$ cat config.mk
export PLATFORM = sky130hd
export DESIGN_NAME = addressable_led_frame_driver
export DESIGN_NICKNAME = d
export VERILOG_FILES = /design/src/hdl/aldd_pkg.sv /design/src/hdl/aldd_queue.sv /design/src/hdl/aldd_front.sv /design/src/hdl/aldd_back.sv /design/src/hdl/addressable_led_frame_driver.sv
export SDC_FILE = /design/constraint.sdc
export NUM_CORES = 2
export LEC_CHECK = 0
export BUFFER_PORTS_ARGS = -buffer_cell sky130_fd_sc_hd__buf_4
export CORE_ASPECT_RATIO = 1.2
export CORE_UTILIZATION = 38
export CTS_CLUSTER_SIZE = 12
export DETAILED_ROUTE_END_ITERATION = 8
export SETUP_SLACK_MARGIN = 0.2
export SLEW_MARGIN = 20
export SYNTH_ARGS = -nofsm -noshare
export SYNTH_HDL_FRONTEND = slang
export SYNTH_HIERARCHICAL = 1
export SYNTH_SLANG_ARGS = --single-unit
$ cat constraint.sdc
create_clock -name clk -period 9.7 [get_ports clk]
set_clock_uncertainty 0.1 [all_clocks]
set_input_delay 1.455 -clock clk [delete_from_list [all_inputs] [get_ports clk]]
set_output_delay 1.455 -clock clk [all_outputs]
set_load 0.02 [all_outputs]
$ cat src/hdl/aldd_pkg.sv
// Shared types and constants of the addressable LED frame driver.
`timescale 1ns / 1ps
`default_nettype none
package aldd_pkg;

	// Input opcodes carried in s_tuser
	typedef enum logic [1:0] {
		OP_WRITE = 2'd0,
		OP_SHOW  = 2'd1,
		OP_TICK  = 2'd2
	} op_t;

	// Command kinds after classification by the front end
	typedef enum logic [2:0] {
		K_FILL,
		K_SKIP,
		K_SHOW,
		K_TICK,
		K_NOP
	} kind_t;

	// One classified command in the queue
	typedef struct packed {
		kind_t       kind;
		logic [7:0]  first;
		logic [7:0]  fill_end;
		logic [23:0] word;
	} cmd_t;

	// Configuration as seen by front and back
	typedef struct packed {
		logic [7:0] used;
		logic [9:0] period;
		logic [9:0] one_high;
		logic [9:0] zero_high;
	} cfg_t;

	// Back end sequencer states
	typedef enum logic [1:0] {
		ST_IDLE,
		ST_FILL,
		ST_SHOW1,
		ST_SHOW2
	} bstate_t;

	// Register indexes on the configuration port
	localparam logic [1:0] REG_LED_COUNT = 2'd0;
	localparam logic [1:0] REG_PERIOD    = 2'd1;
	localparam logic [1:0] REG_ONE_HIGH  = 2'd2;
	localparam logic [1:0] REG_ZERO_HIGH = 2'd3;

	// Register reset values
	localparam logic [7:0] RST_LED_COUNT = 8'd64;
	localparam logic [9:0] RST_PERIOD    = 10'd50;
	localparam logic [9:0] RST_ONE_HIGH  = 10'd32;
	localparam logic [9:0] RST_ZERO_HIGH = 10'd16;

	// Most significant bit of a colour word, sent first
	localparam logic [4:0] BIT_TOP = 5'd23;

endpackage
`default_nettype wire

$ cat src/hdl/aldd_queue.sv
// Two-entry command queue between the front and back ends.
`timescale 1ns / 1ps
`default_nettype none
module aldd_queue (
	input  wire              clk,
	input  wire              arst_n,
	input  wire              in_valid,
	output logic             in_ready,
	input  wire aldd_pkg::cmd_t in_cmd,
	output logic             out_valid,
	input  wire              out_pop,
	output aldd_pkg::cmd_t   out_cmd
);

	aldd_pkg::cmd_t entry_q [2];
	logic           wr_ptr_q;
	logic           rd_ptr_q;
	logic [1:0]     count_q;
	logic           push;
	logic           pop;

	assign in_ready  = (count_q != 2'd2);
	assign out_valid = (count_q != 2'd0);
	assign out_cmd   = entry_q[rd_ptr_q];
	assign push      = in_valid && in_ready;
	assign pop       = out_pop && out_valid;

	// Store pushed commands
	always_ff @(posedge clk) begin
		if (push) begin
			entry_q[wr_ptr_q] <= in_cmd;
		end
	end

	// Advance pointers and fill count
	always_ff @(posedge clk or negedge arst_n) begin
		if (!arst_n) begin
			wr_ptr_q <= 1'b0;
			rd_ptr_q <= 1'b0;
			count_q  <= 2'd0;
		end else begin
			if (push) begin
				wr_ptr_q <= ~wr_ptr_q;
			end
			if (pop) begin
				rd_ptr_q <= ~rd_ptr_q;
			end
			if (push && !pop) begin
				count_q <= count_q + 2'd1;
			end else if (pop && !push) begin
				count_q <= count_q - 2'd1;
			end
		end
	end

endmodule
`default_nettype wire

$ cat src/hdl/aldd_front.sv
// Front end: accepts input items and classifies them into commands.
`timescale 1ns / 1ps
`default_nettype none
module aldd_front (
	input  wire              s_tvalid,
	output logic             s_tready,
	input  wire  [39:0]      s_tdata,
	input  wire  [1:0]       s_tuser,
	input  wire  [7:0]       used,
	output logic             cmd_valid,
	input  wire              cmd_ready,
	output aldd_pkg::cmd_t   cmd
);

	logic [7:0] first;
	logic [7:0] run;
	logic [8:0] run_end;

	assign first   = s_tdata[7:0];
	assign run     = s_tdata[15:8];
	assign run_end = {1'b0, first} + {1'b0, run};

	assign s_tready  = cmd_ready;
	assign cmd_valid = s_tvalid;

	// Classify the item and clamp the fill range to the used count
	always_comb begin
		cmd.kind     = aldd_pkg::K_NOP;
		cmd.first    = first;
		cmd.fill_end = used;
		cmd.word     = {s_tdata[31:24], s_tdata[23:16], s_tdata[39:32]};
		unique case (aldd_pkg::op_t'(s_tuser))
			aldd_pkg::OP_WRITE: begin
				if (first < used) begin
					cmd.kind = aldd_pkg::K_FILL;
					if (run != 8'd0 && run_end < {1'b0, used}) begin
						cmd.fill_end = run_end[7:0];
					end
				end else begin
					cmd.kind = aldd_pkg::K_SKIP;
				end
			end
			aldd_pkg::OP_SHOW: begin
				cmd.kind = (used == 8'd0) ? aldd_pkg::K_SKIP : aldd_pkg::K_SHOW;
			end
			aldd_pkg::OP_TICK: begin
				cmd.kind = aldd_pkg::K_TICK;
			end
			default: begin
				cmd.kind = aldd_pkg::K_NOP;
			end
		endcase
	end

endmodule
`default_nettype wire

$ cat src/hdl/aldd_back.sv
// Back end: colour memory, range fill, serial waveform and result register.
`timescale 1ns / 1ps
`default_nettype none
module aldd_back #(
	parameter int MAX_LEDS = 64
) (
	input  wire              clk,
	input  wire              arst_n,
	input  wire aldd_pkg::cfg_t cfg,
	input  wire              cmd_valid,
	input  wire aldd_pkg::cmd_t cmd,
	output logic             cmd_pop,
	output logic             m_tvalid,
	input  wire              m_tready,
	output logic [7:0]       m_tdata,
	output logic             m_tlast,
	output logic             m_tuser
);

	localparam int IDX_W = (MAX_LEDS > 1) ? $clog2(MAX_LEDS) : 1;
	localparam logic [8:0] MAX_N = 9'(MAX_LEDS);

	aldd_pkg::bstate_t st_q, st_d;

	logic        busy_q, busy_d;
	logic [7:0]  led_q, led_d;
	logic [4:0]  bit_q, bit_d;
	logic [9:0]  tick_q, tick_d;
	logic [23:0] cur_q, cur_d;
	logic [23:0] nxt_q, nxt_d;
	logic        pf_q, pf_d;
	logic [7:0]  fidx_q, fidx_d;
	logic [7:0]  fend_q, fend_d;
	logic [23:0] fword_q, fword_d;

	logic [23:0]         store_q [MAX_LEDS];
	logic [MAX_LEDS-1:0] valid_q;
	logic [23:0]         rd_data_q;
	logic                rd_ok_q;
	logic                rd_en;
	logic [8:0]          rd_addr;
	logic [IDX_W-1:0]    rd_idx;
	logic [IDX_W-1:0]    wr_idx;
	logic                wr_en;
	logic [23:0]         fetched;

	logic        out_valid_q;
	logic        out_line_q;
	logic        out_sending_q;
	logic        out_done_q;
	logic        out_refused_q;
	logic        out_free;
	logic        load_out;
	logic        res_done;
	logic        res_refused;
	logic        res_line;
	logic [9:0]  high_ticks;

	logic [10:0] tick_inc;
	logic        wrap;
	logic [8:0]  led_inc;
	logic        last_led;

	assign out_free = !out_valid_q || m_tready;
	assign rd_idx   = rd_addr[IDX_W-1:0];
	assign wr_idx   = fidx_q[IDX_W-1:0];
	assign fetched  = rd_ok_q ? rd_data_q : 24'd0;

	assign tick_inc = {1'b0, tick_q} + 11'd1;
	assign wrap     = tick_inc >= {1'b0, cfg.period};
	assign led_inc  = {1'b0, led_q} + 9'd1;
	assign last_led = led_inc >= {1'b0, cfg.used};

	// Next state of the sequencer
	always_comb begin
		st_d = st_q;
		unique case (st_q)
			aldd_pkg::ST_IDLE: begin
				if (cmd_valid && !busy_q) begin
					if (cmd.kind == aldd_pkg::K_FILL) begin
						st_d = aldd_pkg::ST_FILL;
					end else if (cmd.kind == aldd_pkg::K_SHOW) begin
						st_d = aldd_pkg::ST_SHOW1;
					end
				end
			end
			aldd_pkg::ST_FILL: begin
				if (fidx_q == fend_q && out_free) begin
					st_d = aldd_pkg::ST_IDLE;
				end
			end
			aldd_pkg::ST_SHOW1: begin
				st_d = aldd_pkg::ST_SHOW2;
			end
			aldd_pkg::ST_SHOW2: begin
				if (out_free) begin
					st_d = aldd_pkg::ST_IDLE;
				end
			end
			default: begin
				st_d = aldd_pkg::ST_IDLE;
			end
		endcase
	end

	// Datapath updates and result generation
	always_comb begin
		busy_d      = busy_q;
		led_d       = led_q;
		bit_d       = bit_q;
		tick_d      = tick_q;
		cur_d       = cur_q;
		nxt_d       = pf_q ? fetched : nxt_q;
		pf_d        = 1'b0;
		fidx_d      = fidx_q;
		fend_d      = fend_q;
		fword_d     = fword_q;
		cmd_pop     = 1'b0;
		load_out    = 1'b0;
		res_done    = 1'b0;
		res_refused = 1'b0;
		rd_en       = 1'b0;
		rd_addr     = 9'd0;
		wr_en       = 1'b0;
		unique case (st_q)
			aldd_pkg::ST_IDLE: begin
				if (cmd_valid) begin
					case (cmd.kind)
						aldd_pkg::K_FILL: begin
							if (busy_q) begin
								if (out_free) begin
									cmd_pop     = 1'b1;
									load_out    = 1'b1;
									res_refused = 1'b1;
								end
							end else begin
								cmd_pop = 1'b1;
								fidx_d  = cmd.first;
								fend_d  = cmd.fill_end;
								fword_d = cmd.word;
							end
						end
						aldd_pkg::K_SHOW: begin
							if (busy_q) begin
								if (out_free) begin
									cmd_pop     = 1'b1;
									load_out    = 1'b1;
									res_refused = 1'b1;
								end
							end else begin
								cmd_pop = 1'b1;
								rd_en   = 1'b1;
								rd_addr = 9'd0;
							end
						end
						aldd_pkg::K_SKIP: begin
							if (out_free) begin
								cmd_pop     = 1'b1;
								load_out    = 1'b1;
								res_refused = busy_q;
							end
						end
						aldd_pkg::K_TICK: begin
							if (out_free) begin
								cmd_pop  = 1'b1;
								load_out = 1'b1;
								if (busy_q) begin
									if (wrap) begin
										tick_d = 10'd0;
										if (bit_q == 5'd0) begin
											bit_d = aldd_pkg::BIT_TOP;
											if (last_led) begin
												busy_d   = 1'b0;
												led_d    = 8'd0;
												res_done = 1'b1;
											end else begin
												// Move to the next LED, prefetch the one after
												led_d   = led_inc[7:0];
												cur_d   = nxt_q;
												rd_en   = 1'b1;
												rd_addr = {1'b0, led_q} + 9'd2;
												pf_d    = 1'b1;
											end
										end else begin
											bit_d = bit_q - 5'd1;
										end
									end else begin
										tick_d = tick_inc[9:0];
									end
								end
							end
						end
						default: begin
							if (out_free) begin
								cmd_pop  = 1'b1;
								load_out = 1'b1;
							end
						end
					endcase
				end
			end
			aldd_pkg::ST_FILL: begin
				if (fidx_q != fend_q) begin
					wr_en  = 1'b1;
					fidx_d = fidx_q + 8'd1;
				end else if (out_free) begin
					load_out = 1'b1;
				end
			end
			aldd_pkg::ST_SHOW1: begin
				// LED 0 is back; fetch LED 1
				cur_d   = fetched;
				rd_en   = 1'b1;
				rd_addr = 9'd1;
			end
			aldd_pkg::ST_SHOW2: begin
				if (out_free) begin
					nxt_d    = fetched;
					busy_d   = 1'b1;
					led_d    = 8'd0;
					bit_d    = aldd_pkg::BIT_TOP;
					tick_d   = 10'd0;
					load_out = 1'b1;
				end
			end
			default: begin
				load_out = 1'b0;
			end
		endcase
	end

	// Line level after this item
	assign high_ticks = cur_d[bit_d] ? cfg.one_high : cfg.zero_high;
	assign res_line   = busy_d && (tick_d < high_ticks);

	// Colour memory with registered read
	always_ff @(posedge clk) begin
		if (wr_en) begin
			store_q[wr_idx] <= fword_q;
		end
		if (rd_en) begin
			rd_data_q <= store_q[rd_idx];
		end
	end

	// Entry valid bits: an entry never written reads as dark
	always_ff @(posedge clk or negedge arst_n) begin
		if (!arst_n) begin
			valid_q <= '0;
			rd_ok_q <= 1'b0;
		end else begin
			if (wr_en) begin
				valid_q[wr_idx] <= 1'b1;
			end
			if (rd_en) begin
				rd_ok_q <= (rd_addr < MAX_N) && valid_q[rd_idx];
			end
		end
	end

	// Control registers
	always_ff @(posedge clk or negedge arst_n) begin
		if (!arst_n) begin
			st_q        <= aldd_pkg::ST_IDLE;
			busy_q      <= 1'b0;
			led_q       <= 8'd0;
			bit_q       <= aldd_pkg::BIT_TOP;
			tick_q      <= 10'd0;
			pf_q        <= 1'b0;
			out_valid_q <= 1'b0;
		end else begin
			st_q   <= st_d;
			busy_q <= busy_d;
			led_q  <= led_d;
			bit_q  <= bit_d;
			tick_q <= tick_d;
			pf_q   <= pf_d;
			if (load_out) begin
				out_valid_q <= 1'b1;
			end else if (m_tready) begin
				out_valid_q <= 1'b0;
			end
		end
	end

	// Payload registers
	always_ff @(posedge clk) begin
		cur_q   <= cur_d;
		nxt_q   <= nxt_d;
		fidx_q  <= fidx_d;
		fend_q  <= fend_d;
		fword_q <= fword_d;
		if (load_out) begin
			out_line_q    <= res_line;
			out_sending_q <= busy_d;
			out_done_q    <= res_done;
			out_refused_q <= res_refused;
		end
	end

	assign m_tvalid = out_valid_q;
	assign m_tdata  = {6'd0, out_sending_q, out_line_q};
	assign m_tlast  = out_done_q;
	assign m_tuser  = out_refused_q;

	// The frame ends only together with a frame-done result
	a_end_reports_done: assert property (@(posedge clk) disable iff (!arst_n)
		$fell(busy_q) |-> out_valid_q && out_done_q)
		else $error("frame ended without a frame-done result");

	// A frame starts only with a sending, unrefused result
	a_start_reports_sending: assert property (@(posedge clk) disable iff (!arst_n)
		$rose(busy_q) |-> out_valid_q && out_sending_q && !out_refused_q)
		else $error("frame started without a matching result");

	// No colour fill runs during a frame
	a_fill_idle: assert property (@(posedge clk) disable iff (!arst_n)
		(st_q == aldd_pkg::ST_FILL) |-> !busy_q)
		else $error("colour fill while sending");

	// A prefetch is only pending inside a frame
	a_prefetch_busy: assert property (@(posedge clk) disable iff (!arst_n)
		pf_q |-> busy_q && (st_q == aldd_pkg::ST_IDLE))
		else $error("prefetch outside a frame");

endmodule
`default_nettype wire

$ cat src/hdl/addressable_led_frame_driver.sv
// Top level of the addressable LED frame driver: register file and stream channels.
`timescale 1ns / 1ps
`default_nettype none
// Drives a chain of up to MAX_LEDS addressable LEDs from a store of 24-bit colours
// (green, red, blue, sent MSB first), dark after reset. Each input item is a range
// write, a show command or one clock tick of the serial waveform, and gives exactly one
// result item. Ticks, refused commands and no-op items are done in the idle state, so a
// steady tick stream runs at one item per cycle while results are taken. A show first
// reads LEDs 0 and 1 and a range write first stores its clamped range: the colour
// memory has one write port and a registered read port, and the fill writes one entry
// per cycle. A two-entry command queue sits between the classifying front end and the
// executing back end, and an output register lets input be taken while a result waits.
// Configuration registers: led_count at 0x0, bit_period_ticks at 0x4, one_high_ticks at
// 0x8, zero_high_ticks at 0xC; write them only while no item is in flight.
module addressable_led_frame_driver #(
	parameter int MAX_LEDS = 64
) (
	input  wire         clk,
	input  wire         arst_n,
	// Configuration port
	input  wire         psel,
	input  wire         penable,
	input  wire         pwrite,
	input  wire  [3:0]  paddr,
	input  wire  [31:0] pwdata,
	output logic [31:0] prdata,
	output logic        pready,
	// Input items
	input  wire         s_tvalid,
	output logic        s_tready,
	input  wire  [39:0] s_tdata,  // first_led, run_length, red, green, blue
	input  wire  [1:0]  s_tuser,  // opcode
	// Result items
	output logic        m_tvalid,
	input  wire         m_tready,
	output logic [7:0]  m_tdata,  // line_level, sending, zero fill
	output logic        m_tlast,
	output logic        m_tuser   // refused
);

	localparam logic [7:0] MAX_N = 8'(MAX_LEDS);

	logic [7:0]     led_count_q;
	logic [9:0]     period_q;
	logic [9:0]     one_high_q;
	logic [9:0]     zero_high_q;
	logic           cfg_write;
	aldd_pkg::cfg_t cfg;

	logic           fr_valid;
	logic           fr_ready;
	aldd_pkg::cmd_t fr_cmd;
	logic           q_valid;
	logic           q_pop;
	aldd_pkg::cmd_t q_cmd;

	assign pready    = 1'b1;
	assign cfg_write = psel && penable && pwrite && pready;

	// Register writes
	always_ff @(posedge clk or negedge arst_n) begin
		if (!arst_n) begin
			led_count_q <= aldd_pkg::RST_LED_COUNT;
			period_q    <= aldd_pkg::RST_PERIOD;
			one_high_q  <= aldd_pkg::RST_ONE_HIGH;
			zero_high_q <= aldd_pkg::RST_ZERO_HIGH;
		end else if (cfg_write) begin
			unique case (paddr[3:2])
				aldd_pkg::REG_LED_COUNT: led_count_q <= pwdata[7:0];
				aldd_pkg::REG_PERIOD:    period_q    <= pwdata[9:0];
				aldd_pkg::REG_ONE_HIGH:  one_high_q  <= pwdata[9:0];
				aldd_pkg::REG_ZERO_HIGH: zero_high_q <= pwdata[9:0];
				default: ;
			endcase
		end
	end

	// Register reads
	always_comb begin
		unique case (paddr[3:2])
			aldd_pkg::REG_LED_COUNT: prdata = {24'd0, led_count_q};
			aldd_pkg::REG_PERIOD:    prdata = {22'd0, period_q};
			aldd_pkg::REG_ONE_HIGH:  prdata = {22'd0, one_high_q};
			aldd_pkg::REG_ZERO_HIGH: prdata = {22'd0, zero_high_q};
			default:                 prdata = 32'd0;
		endcase
	end

	// Clamp the LED count to the store size
	assign cfg.used      = (led_count_q < MAX_N) ? led_count_q : MAX_N;
	assign cfg.period    = period_q;
	assign cfg.one_high  = one_high_q;
	assign cfg.zero_high = zero_high_q;

	aldd_front u_front (
		.s_tvalid  (s_tvalid),
		.s_tready  (s_tready),
		.s_tdata   (s_tdata),
		.s_tuser   (s_tuser),
		.used      (cfg.used),
		.cmd_valid (fr_valid),
		.cmd_ready (fr_ready),
		.cmd       (fr_cmd)
	);

	aldd_queue u_queue (
		.clk       (clk),
		.arst_n    (arst_n),
		.in_valid  (fr_valid),
		.in_ready  (fr_ready),
		.in_cmd    (fr_cmd),
		.out_valid (q_valid),
		.out_pop   (q_pop),
		.out_cmd   (q_cmd)
	);

	aldd_back #(
		.MAX_LEDS (MAX_LEDS)
	) u_back (
		.clk       (clk),
		.arst_n    (arst_n),
		.cfg       (cfg),
		.cmd_valid (q_valid),
		.cmd       (q_cmd),
		.cmd_pop   (q_pop),
		.m_tvalid  (m_tvalid),
		.m_tready  (m_tready),
		.m_tdata   (m_tdata),
		.m_tlast   (m_tlast),
		.m_tuser   (m_tuser)
	);

endmodule
`default_nettype wire

Yosys cells after proc, flatten, opt, wreduce, memory -nomap -nowiden
Memory sizes are Yosys's and may differ from the RTL's. A register that Yosys moved wholly into a read port is not among the register bits.
Index checks and enable logic that the tools add are counted.
{"block": "word_totals", "reg_bits": 227, "ramBits": 1622, "in_bits": 85, "output_inout_bits": 45, "elab_cells": 230, "mem_count": 2}
{"block": "op_classes", "addsub": 8, "magnitude_cmp": 11, "n_eq_ne": 27, "mux": 113, "bitwise": 4, "n_reduce_logical": 40}
{"name": "u_back.store_q", "depth": 64, "width": 24, "read_ports": 1, "rd_clocked_by_memory_dff": 1, "wr": 1, "line": "aldd_back.sv:36", "text": "logic [23:0] store_q [MAX_LEDS];"}
{"name": "u_queue.entry_q", "depth": 2, "width": 43, "read_ports": 1, "rd_clocked_by_memory_dff": 0, "wr": 1, "line": "aldd_queue.sv:15", "text": "aldd_pkg::cmd_t entry_q [2];"}
{"op": "24-bit two-way mux", "count": 11}
{"op": "8-bit two-way mux", "count": 16}
{"op": "32-bit case mux with 4 select lines", "count": 1}
{"op": "10-bit two-way mux", "count": 7}
{"op": "64-bit bitwise OR", "count": 1}
{"op": "9-bit two-way mux", "count": 7}
{"op": "24-bit case mux with 2 select lines", "count": 1}
{"op": "1-bit two-way mux", "count": 40}
{"op": "5-bit two-way mux", "count": 7}
{"op": "8-bit case mux with 2 select lines", "count": 2}
{"op": "2-bit by 1-bit != test with 1-bit output (second input constant)", "count": 11}
{"op": "10-bit case mux with 2 select lines", "count": 1}
{"op": "9-bit case mux with 2 select lines", "count": 1}
{"op": "2-bit two-way mux", "count": 8}
{"op": "6-bit by 7-bit < comparator with 1-bit output (second input constant)", "count": 2}
{"op": "1-bit logical AND", "count": 12}
{"op": "10-bit by 1-bit adder with 11-bit output (second input constant)", "count": 1}
{"op": "11-bit by 10-bit >= comparator with 1-bit output", "count": 1}
{"op": "2-bit == test (second input constant)", "count": 5}
{"op": "10-bit < comparator", "count": 1}
{"op": "5-bit case mux with 2 select lines", "count": 1}
{"op": "2-bit AND reduction", "count": 5}
{"op": "2-bit nonzero test", "count": 5}
{"op": "8-bit by 1-bit adder with 9-bit output (second input constant)", "count": 1}
{"op": "40 further kinds", "count": 55}

Logic depth before layout (Yosys ltp)
{"block": "logic_depth", "ltp_word": 16, "depth_mapped": 29}

By module
The synthesis kept the hierarchy.
{"module": "aldd_back", "instances": 1, "cells_per_inst": 3586, "area_each_um2": 68708.4, "seq_area_each_um2": 51459.4}
{"module": "aldd_queue", "instances": 1, "cells_per_inst": 152, "area_each_um2": 3498.4, "seq_area_each_um2": 2682.6}
{"module": "addressable_led_frame_driver", "instances": 1, "cells_per_inst": 133, "area_each_um2": 1939.4, "seq_area_each_um2": 958.4}
{"module": "aldd_front", "instances": 1, "cells_per_inst": 130, "area_each_um2": 1032.2, "seq_area_each_um2": 0.0}

Least setup slack after synthesis
No wires, ideal clock.
{"block": "synth_timing", "path_kind": "reg2reg", "from": "register u_back.led_q[1]", "to": "register u_back.rd_ok_q", "arrival_time_ps": 6003, "setup_slack_ps": 3467, "path_stages_with_launch": 16, "n_path_buf": 0, "synth_period_minus_slack_ps": 6233, "cell_sequence": "dfrtp_1 -> ha_1 -> nand3_2 -> nor2_1 -> xor2_1 -> ha_1 -> a21oi_1 -> nand2_1 -> a221o_1 -> or2_1 -> nor3_1 -> nor2_1 -> o41ai_1 -> o311ai_0 -> nor3_1 -> a21oi_1"}
{"element": "start, declared", "line": "aldd_back.sv:26", "text": "logic [7:0] led_q, led_d;"}
{"element": "start signal, assigned", "line": "aldd_back.sv:274", "text": "led_q <= led_d;"}
{"element": "8-bit by 1-bit adder with 9-bit output", "line": "aldd_back.sv:71", "text": "assign led_inc = {1'b0, led_q} + 9'd1;"}
{"element": "9-bit by 8-bit >= comparator with 1-bit output", "line": "aldd_back.sv:72", "text": "assign last_led = led_inc >= {1'b0, cfg.used};"}
{"element": "1-bit two-way mux", "line": "aldd_back.sv:172", "text": "if (last_led) begin"}
{"element": "1-bit two-way mux", "line": "aldd_back.sv:170", "text": "if (bit_q == 5'd0) begin"}
{"element": "1-bit two-way mux", "line": "aldd_back.sv:168", "text": "if (wrap) begin"}
{"element": "1-bit two-way mux", "line": "aldd_back.sv:167", "text": "if (busy_q) begin"}
{"element": "1-bit two-way mux", "line": "aldd_back.sv:164", "text": "if (out_free) begin"}
{"element": "1-bit case mux with 2 select lines", "line": "aldd_back.sv:128", "text": "case (cmd.kind)"}
{"element": "1-bit two-way mux", "line": "aldd_back.sv:127", "text": "if (cmd_valid) begin"}
{"element": "1-bit case mux with 2 select lines", "line": "aldd_back.sv:125", "text": "unique case (st_q)"}
{"element": "via u_back.rd_en", "line": "aldd_back.sv:40", "text": "logic rd_en;"}
{"element": "end signal, assigned", "line": "aldd_back.sv:256", "text": "rd_ok_q <= (rd_addr < MAX_N) && valid_q[rd_idx];"}
{"element": "end, declared", "line": "aldd_back.sv:39", "text": "logic rd_ok_q;"}
The timed path passes the listed nets, and every way through them passes these cells. The select of a mux whose other input is x is not followed.
A chain may end at the register's enable or synchronous reset.

Final worst setup path
{"block": "layout_timing", "from": "register u_back.tick_q[0]", "to": "register u_back.out_line_q (data pin)"}
{"block": "layout_between", "elab_chain_cells": 13}
{"element": "start, declared", "line": "aldd_back.sv:28", "text": "logic [9:0] tick_q, tick_d;"}
{"element": "start signal, assigned", "line": "aldd_back.sv:276", "text": "tick_q <= tick_d;"}
{"element": "10-bit by 1-bit adder with 11-bit output", "line": "aldd_back.sv:69", "text": "assign tick_inc = {1'b0, tick_q} + 11'd1;"}
{"element": "11-bit by 10-bit >= comparator with 1-bit output", "line": "aldd_back.sv:70", "text": "assign wrap = tick_inc >= {1'b0, cfg.period};"}
{"element": "24-bit two-way mux or 5-bit two-way mux (tied branches)", "line": "aldd_back.sv:168"}
{"element": "24-bit two-way mux or 5-bit two-way mux (tied branches)", "line": "aldd_back.sv:167"}
{"element": "24-bit two-way mux or 5-bit two-way mux (tied branches)", "line": "aldd_back.sv:164"}
{"element": "24-bit two-way mux or 5-bit two-way mux (tied branches)", "line": "aldd_back.sv:128"}
{"element": "24-bit two-way mux or 5-bit two-way mux (tied branches)", "line": "aldd_back.sv:127"}
{"element": "24-bit case mux with 2 select lines or 5-bit case mux with 2 select lines (tied branches)", "line": "aldd_back.sv:125"}
{"element": "1-bit binary-select mux with 5-bit select", "line": "aldd_back.sv:233", "text": "assign high_ticks = cur_d[bit_d] ? cfg.one_high : cfg.zero_high;"}
{"element": "1-bit two-way mux (not written as such)", "line": "aldd_back.sv:233"}
{"element": "10-bit two-way mux", "line": "aldd_back.sv:233"}
{"element": "10-bit < comparator", "line": "aldd_back.sv:234", "text": "assign res_line = busy_d && (tick_d < high_ticks);"}
{"element": "1-bit logical AND (*)", "line": "aldd_back.sv:234"}
{"element": "via u_back.res_line", "line": "aldd_back.sv:56", "text": "logic res_line;"}
{"element": "end signal, assigned", "line": "aldd_back.sv:294", "text": "out_line_q <= res_line;"}
{"element": "end, declared", "line": "aldd_back.sv:48", "text": "logic out_line_q;"}
The timed path passes the listed nets; every way through them passes the cells marked *. The select of a mux whose other input is x is not followed.

==> summary.txt <==
Outcome
  • Run status: completed

Layout
  • Leading cell type in the layout, fill and taps excluded: edfxtp_1
  • Synth-to-Final Area Change: 12.2%
  • Most frequent cells in the layout: edfxtp_1, mux4_2, nand2_1
  • Post-Layout Cell Count: 6906
  • Final core occ: 43.0%
  • Post-layout net count: 4314
  • Share of layout cells above drive strength 1: between 20% and 30%
  • Final instance area: roughly 84000 um^2

Pwr
  • VDD IR max: between 0.2 and 0.25 mV
  • Power density over the cells: between 200 and 250 nW/um^2
  • Tot Pwr: 20.9 mW
  • P_leak: about 28 nW

Clock tree
  • Postcts setup bufs: 0
  • Clock Sinks: roughly 1.9k
  • Worst-Skew Late Latency: between 0.8 and 0.9 ns
  • H-tree Lvls: 4
  • Clk buf depth: 3
  • CTS Buf Count: roughly 190
  • CTS root buffer: clkbuf_16
  • CTS resizes: 0
  • CTS tree: done
  • CTS clk-pin slew, worst paths: roughly 0.060 ns
  • Hold_buf cts: 0

Placement
  • Placed Cells: roughly 6.6k
  • DP HPWL: 106 mm
  • Placed cell area: between 70000 and 80000 um^2
  • Gp weighted congestion: 0.818
  • Number of port buffers: 76
  • DP Worst Slack: between 2 and 2.5 ns

Synth
  • Ys async rst share: a little over 7%
  • Netlist cell types: slightly below 90
  • Top_reg_cell synth: edfxtp_1
  • Cell Area, Synth: roughly 75000 um^2
  • Synth warnings: 6
  • Post-synthesis sequential area ratio: between 70 and 80%
  • Seq cells post-synth: 1873
  • Number of synthesized flops with an enable pin: between 1.5k and 2k
  • Synthesized area per cell: about 19 um^2
  • Syn Inst Count: between 4k and 5k

Critical path
  • CP Max Fanout: 25
  • Crit path largest cell delay: around 0.74 ns
  • Cell family with most CP delay: compound AO/OA/AOI/OAI gates
  • CP Data Arrival Time: between 8 and 9 ns
  • Critical path endpoint category: flop
  • Bufs and invs on worst path: 1
  • Slowest CP cell: a21o_1
  • Crit path kind: reg -> reg
  • CP Launch Type: flop
  • CP required: 10.29 ns
  • Most used cell, CP: ha_1

GRT
  • Initial antenna violation count: 18
  • Total track usage: 18.9%
  • Global-route wire length before repair: roughly 270 mm
  • Largest net degree at the start of global routing: 120
  • Vias in the first global route: between 30k and 40k
  • Total grt overflow: 0

Run
  • Max Cap Violations: 0

STA
  • Setup TNS: 0 ns
  • Slew at the pin closest to its max-slew limit: about 1.1 ns
  • Final setup margin: roughly 2.1 ns
  • Fin Hold WS: 0.347 ns
  • Max-slew headroom: 27.7%
  • Tmin final: between 7 and 8 ns
  • Final setup violating endpoints: 0
  • Slew Limit Fails: 0
  • Highest Clock Rate: 131 MHz
  • RSZ-0062 raised after global routing: no
  • Post-route clock period utilization: 78.6%
  • Final Hold Fails: 0

Floorplanning
  • Core footprint: approximately 200000 um^2
  • Site Rows: ~180
  • # IOs: between 100 and 150
  • Initial Util: a little under two fifths
  • DIE AREA: around 200000 um^2
  • Chip Width: ~410 um
  • Height of the die: between 400 and 500 um

Drt
  • Vias per inst: 5.50
  • Vias: between 30k and 40k
  • Iteration-0 DRC Markers: roughly 3.7k
  • Routed Antenna Nets: 0
  • First-pass iteration count of the detailed router: 6
  • Total Wirelength: between 150 and 200 mm
  • WL/cell: approximately 27 um
  • DRC violations left: 0

Hold path
  • Worst min path class: reg -> reg
cells in the mapped netlist (26+ instances only):
master	count	area share (%)
a21oi_1	144	0.96
buf_1	28	0.14
buf_2	53	0.35
buf_4	82	0.82
clkbuf_1	76	0.38
dfrtp_1	125	4.2
dfxtp_1	48	1.3
edfxtp_1	1690	68
ha_1	60	1.0
inv_1	52	0.26
mux2_2	56	0.84
mux2_4	39	0.78
mux2i_1	110	1.5
mux4_2	399	12
nand2_1	350	1.7
nand3_1	31	0.21
nand4_1	26	0.22
nor2_1	130	0.65
o21ai_0	53	0.35
o22ai_1	30	0.25
or2_2	67	0.56
xnor2_1	27	0.31
kinds of logic (layout without fill, tap and decap cells):
kind of cell             Yosys count  after routing  share of synthesized area (%)
buffers and inverters            314            569                           2.32
multiplexers                     604            604                           15.0
flip-flops                      1873           1873                           73.3
adder cells (fa/ha/maj)           61             61                           1.03
other                              3             43                         0.0150
XOR/XNOR                          44             44                          0.513
AO/OA/AOI/OAI                    369            369                           3.19
AND/OR/NAND/NOR                  733            733                           4.61
power by group:
part / total, mW / switching (mW) / internal, mW
clock: 6.64 / 2.94 / 3.70
combinational: 4.40 / 2.46 / 1.94
sequential: 9.82 / 0.317 / 9.50
total: 20.9 / 5.72 / 15.1
metal layers:
layer,global-route usage [%],vias to the layer above,wire [um]
li1,-,16300,-
met1,24.3,20200,76200
met2,32.0,1288,95300
met3,3.00,264,11200
met4,7.38,2,6440
met5,0,-,17
sequential cells by signal (all words and copies together) (netlist names), 24 cells and up:
register / cells
u_queue/entry_q: 86
u_back/nxt_q: 24
u_back/cur_q: 24
u_back/store_q: 1536
u_back/valid_q: 64
u_back/rd_data_q: 24
u_back/fword_q: 24
path summary, 6_finish.rpt:
kind	cells after the start	to	slack [ns]	startpoint
max	26	u_back/out_line_q	2.08	u_back/tick_q[0]
min	2	u_back/cur_q[8]	0.35	u_back/cur_q[8]
max reg2reg	26	u_back/out_line_q	2.08	u_back/tick_q[0]
min reg2reg	2	u_back/cur_q[8]	0.35	u_back/cur_q[8]
max in group asynchronous	2	u_back/valid_q[3]	7.49	arst_n
min in group asynchronous	1	u_queue/wr_ptr_q	0.54	arst_n
area by class of cell:
class / count / area (um^2)
Clock inverter: 42 / 354
Clock buffer: 264 / 5050
Timing Repair Buffer: 209 / 1690
Fill cell: 17000 / 112000
Multi-Input combinational cell: 1844 / 18700
Antenna cell: 10 / 25.0
Sequential cell: 1873 / 55100
Inverter: 54 / 203
Tap cell: 2610 / 3270
worst reg2reg max path, stage by stage, from the launching register on:
cell and delay, ns:
dfrtp_1 0.44, ha_1 0.29, and2_1 0.19, and2_1 0.21, xor2_1 0.16, ha_1 0.29, and4_1 0.19, o21ai_0 0.08
o211ai_1 0.44, a21o_1 0.74, nand3_1 0.48, inv_2 0.57, a222oi_1 0.24, mux2i_1 0.23, a32oi_1 0.09, a211o_1 0.35
and3_1 0.43, mux2i_1 0.24, ha_1 0.35, a21oi_1 0.14, o21bai_1 0.08, a21oi_1 0.15, o21bai_1 0.12, a221oi_1 0.41
nand4_1 0.16, and4b_1 0.26, or3_1 0.09
Note: power is estimated with default switching activity, not from simulation.
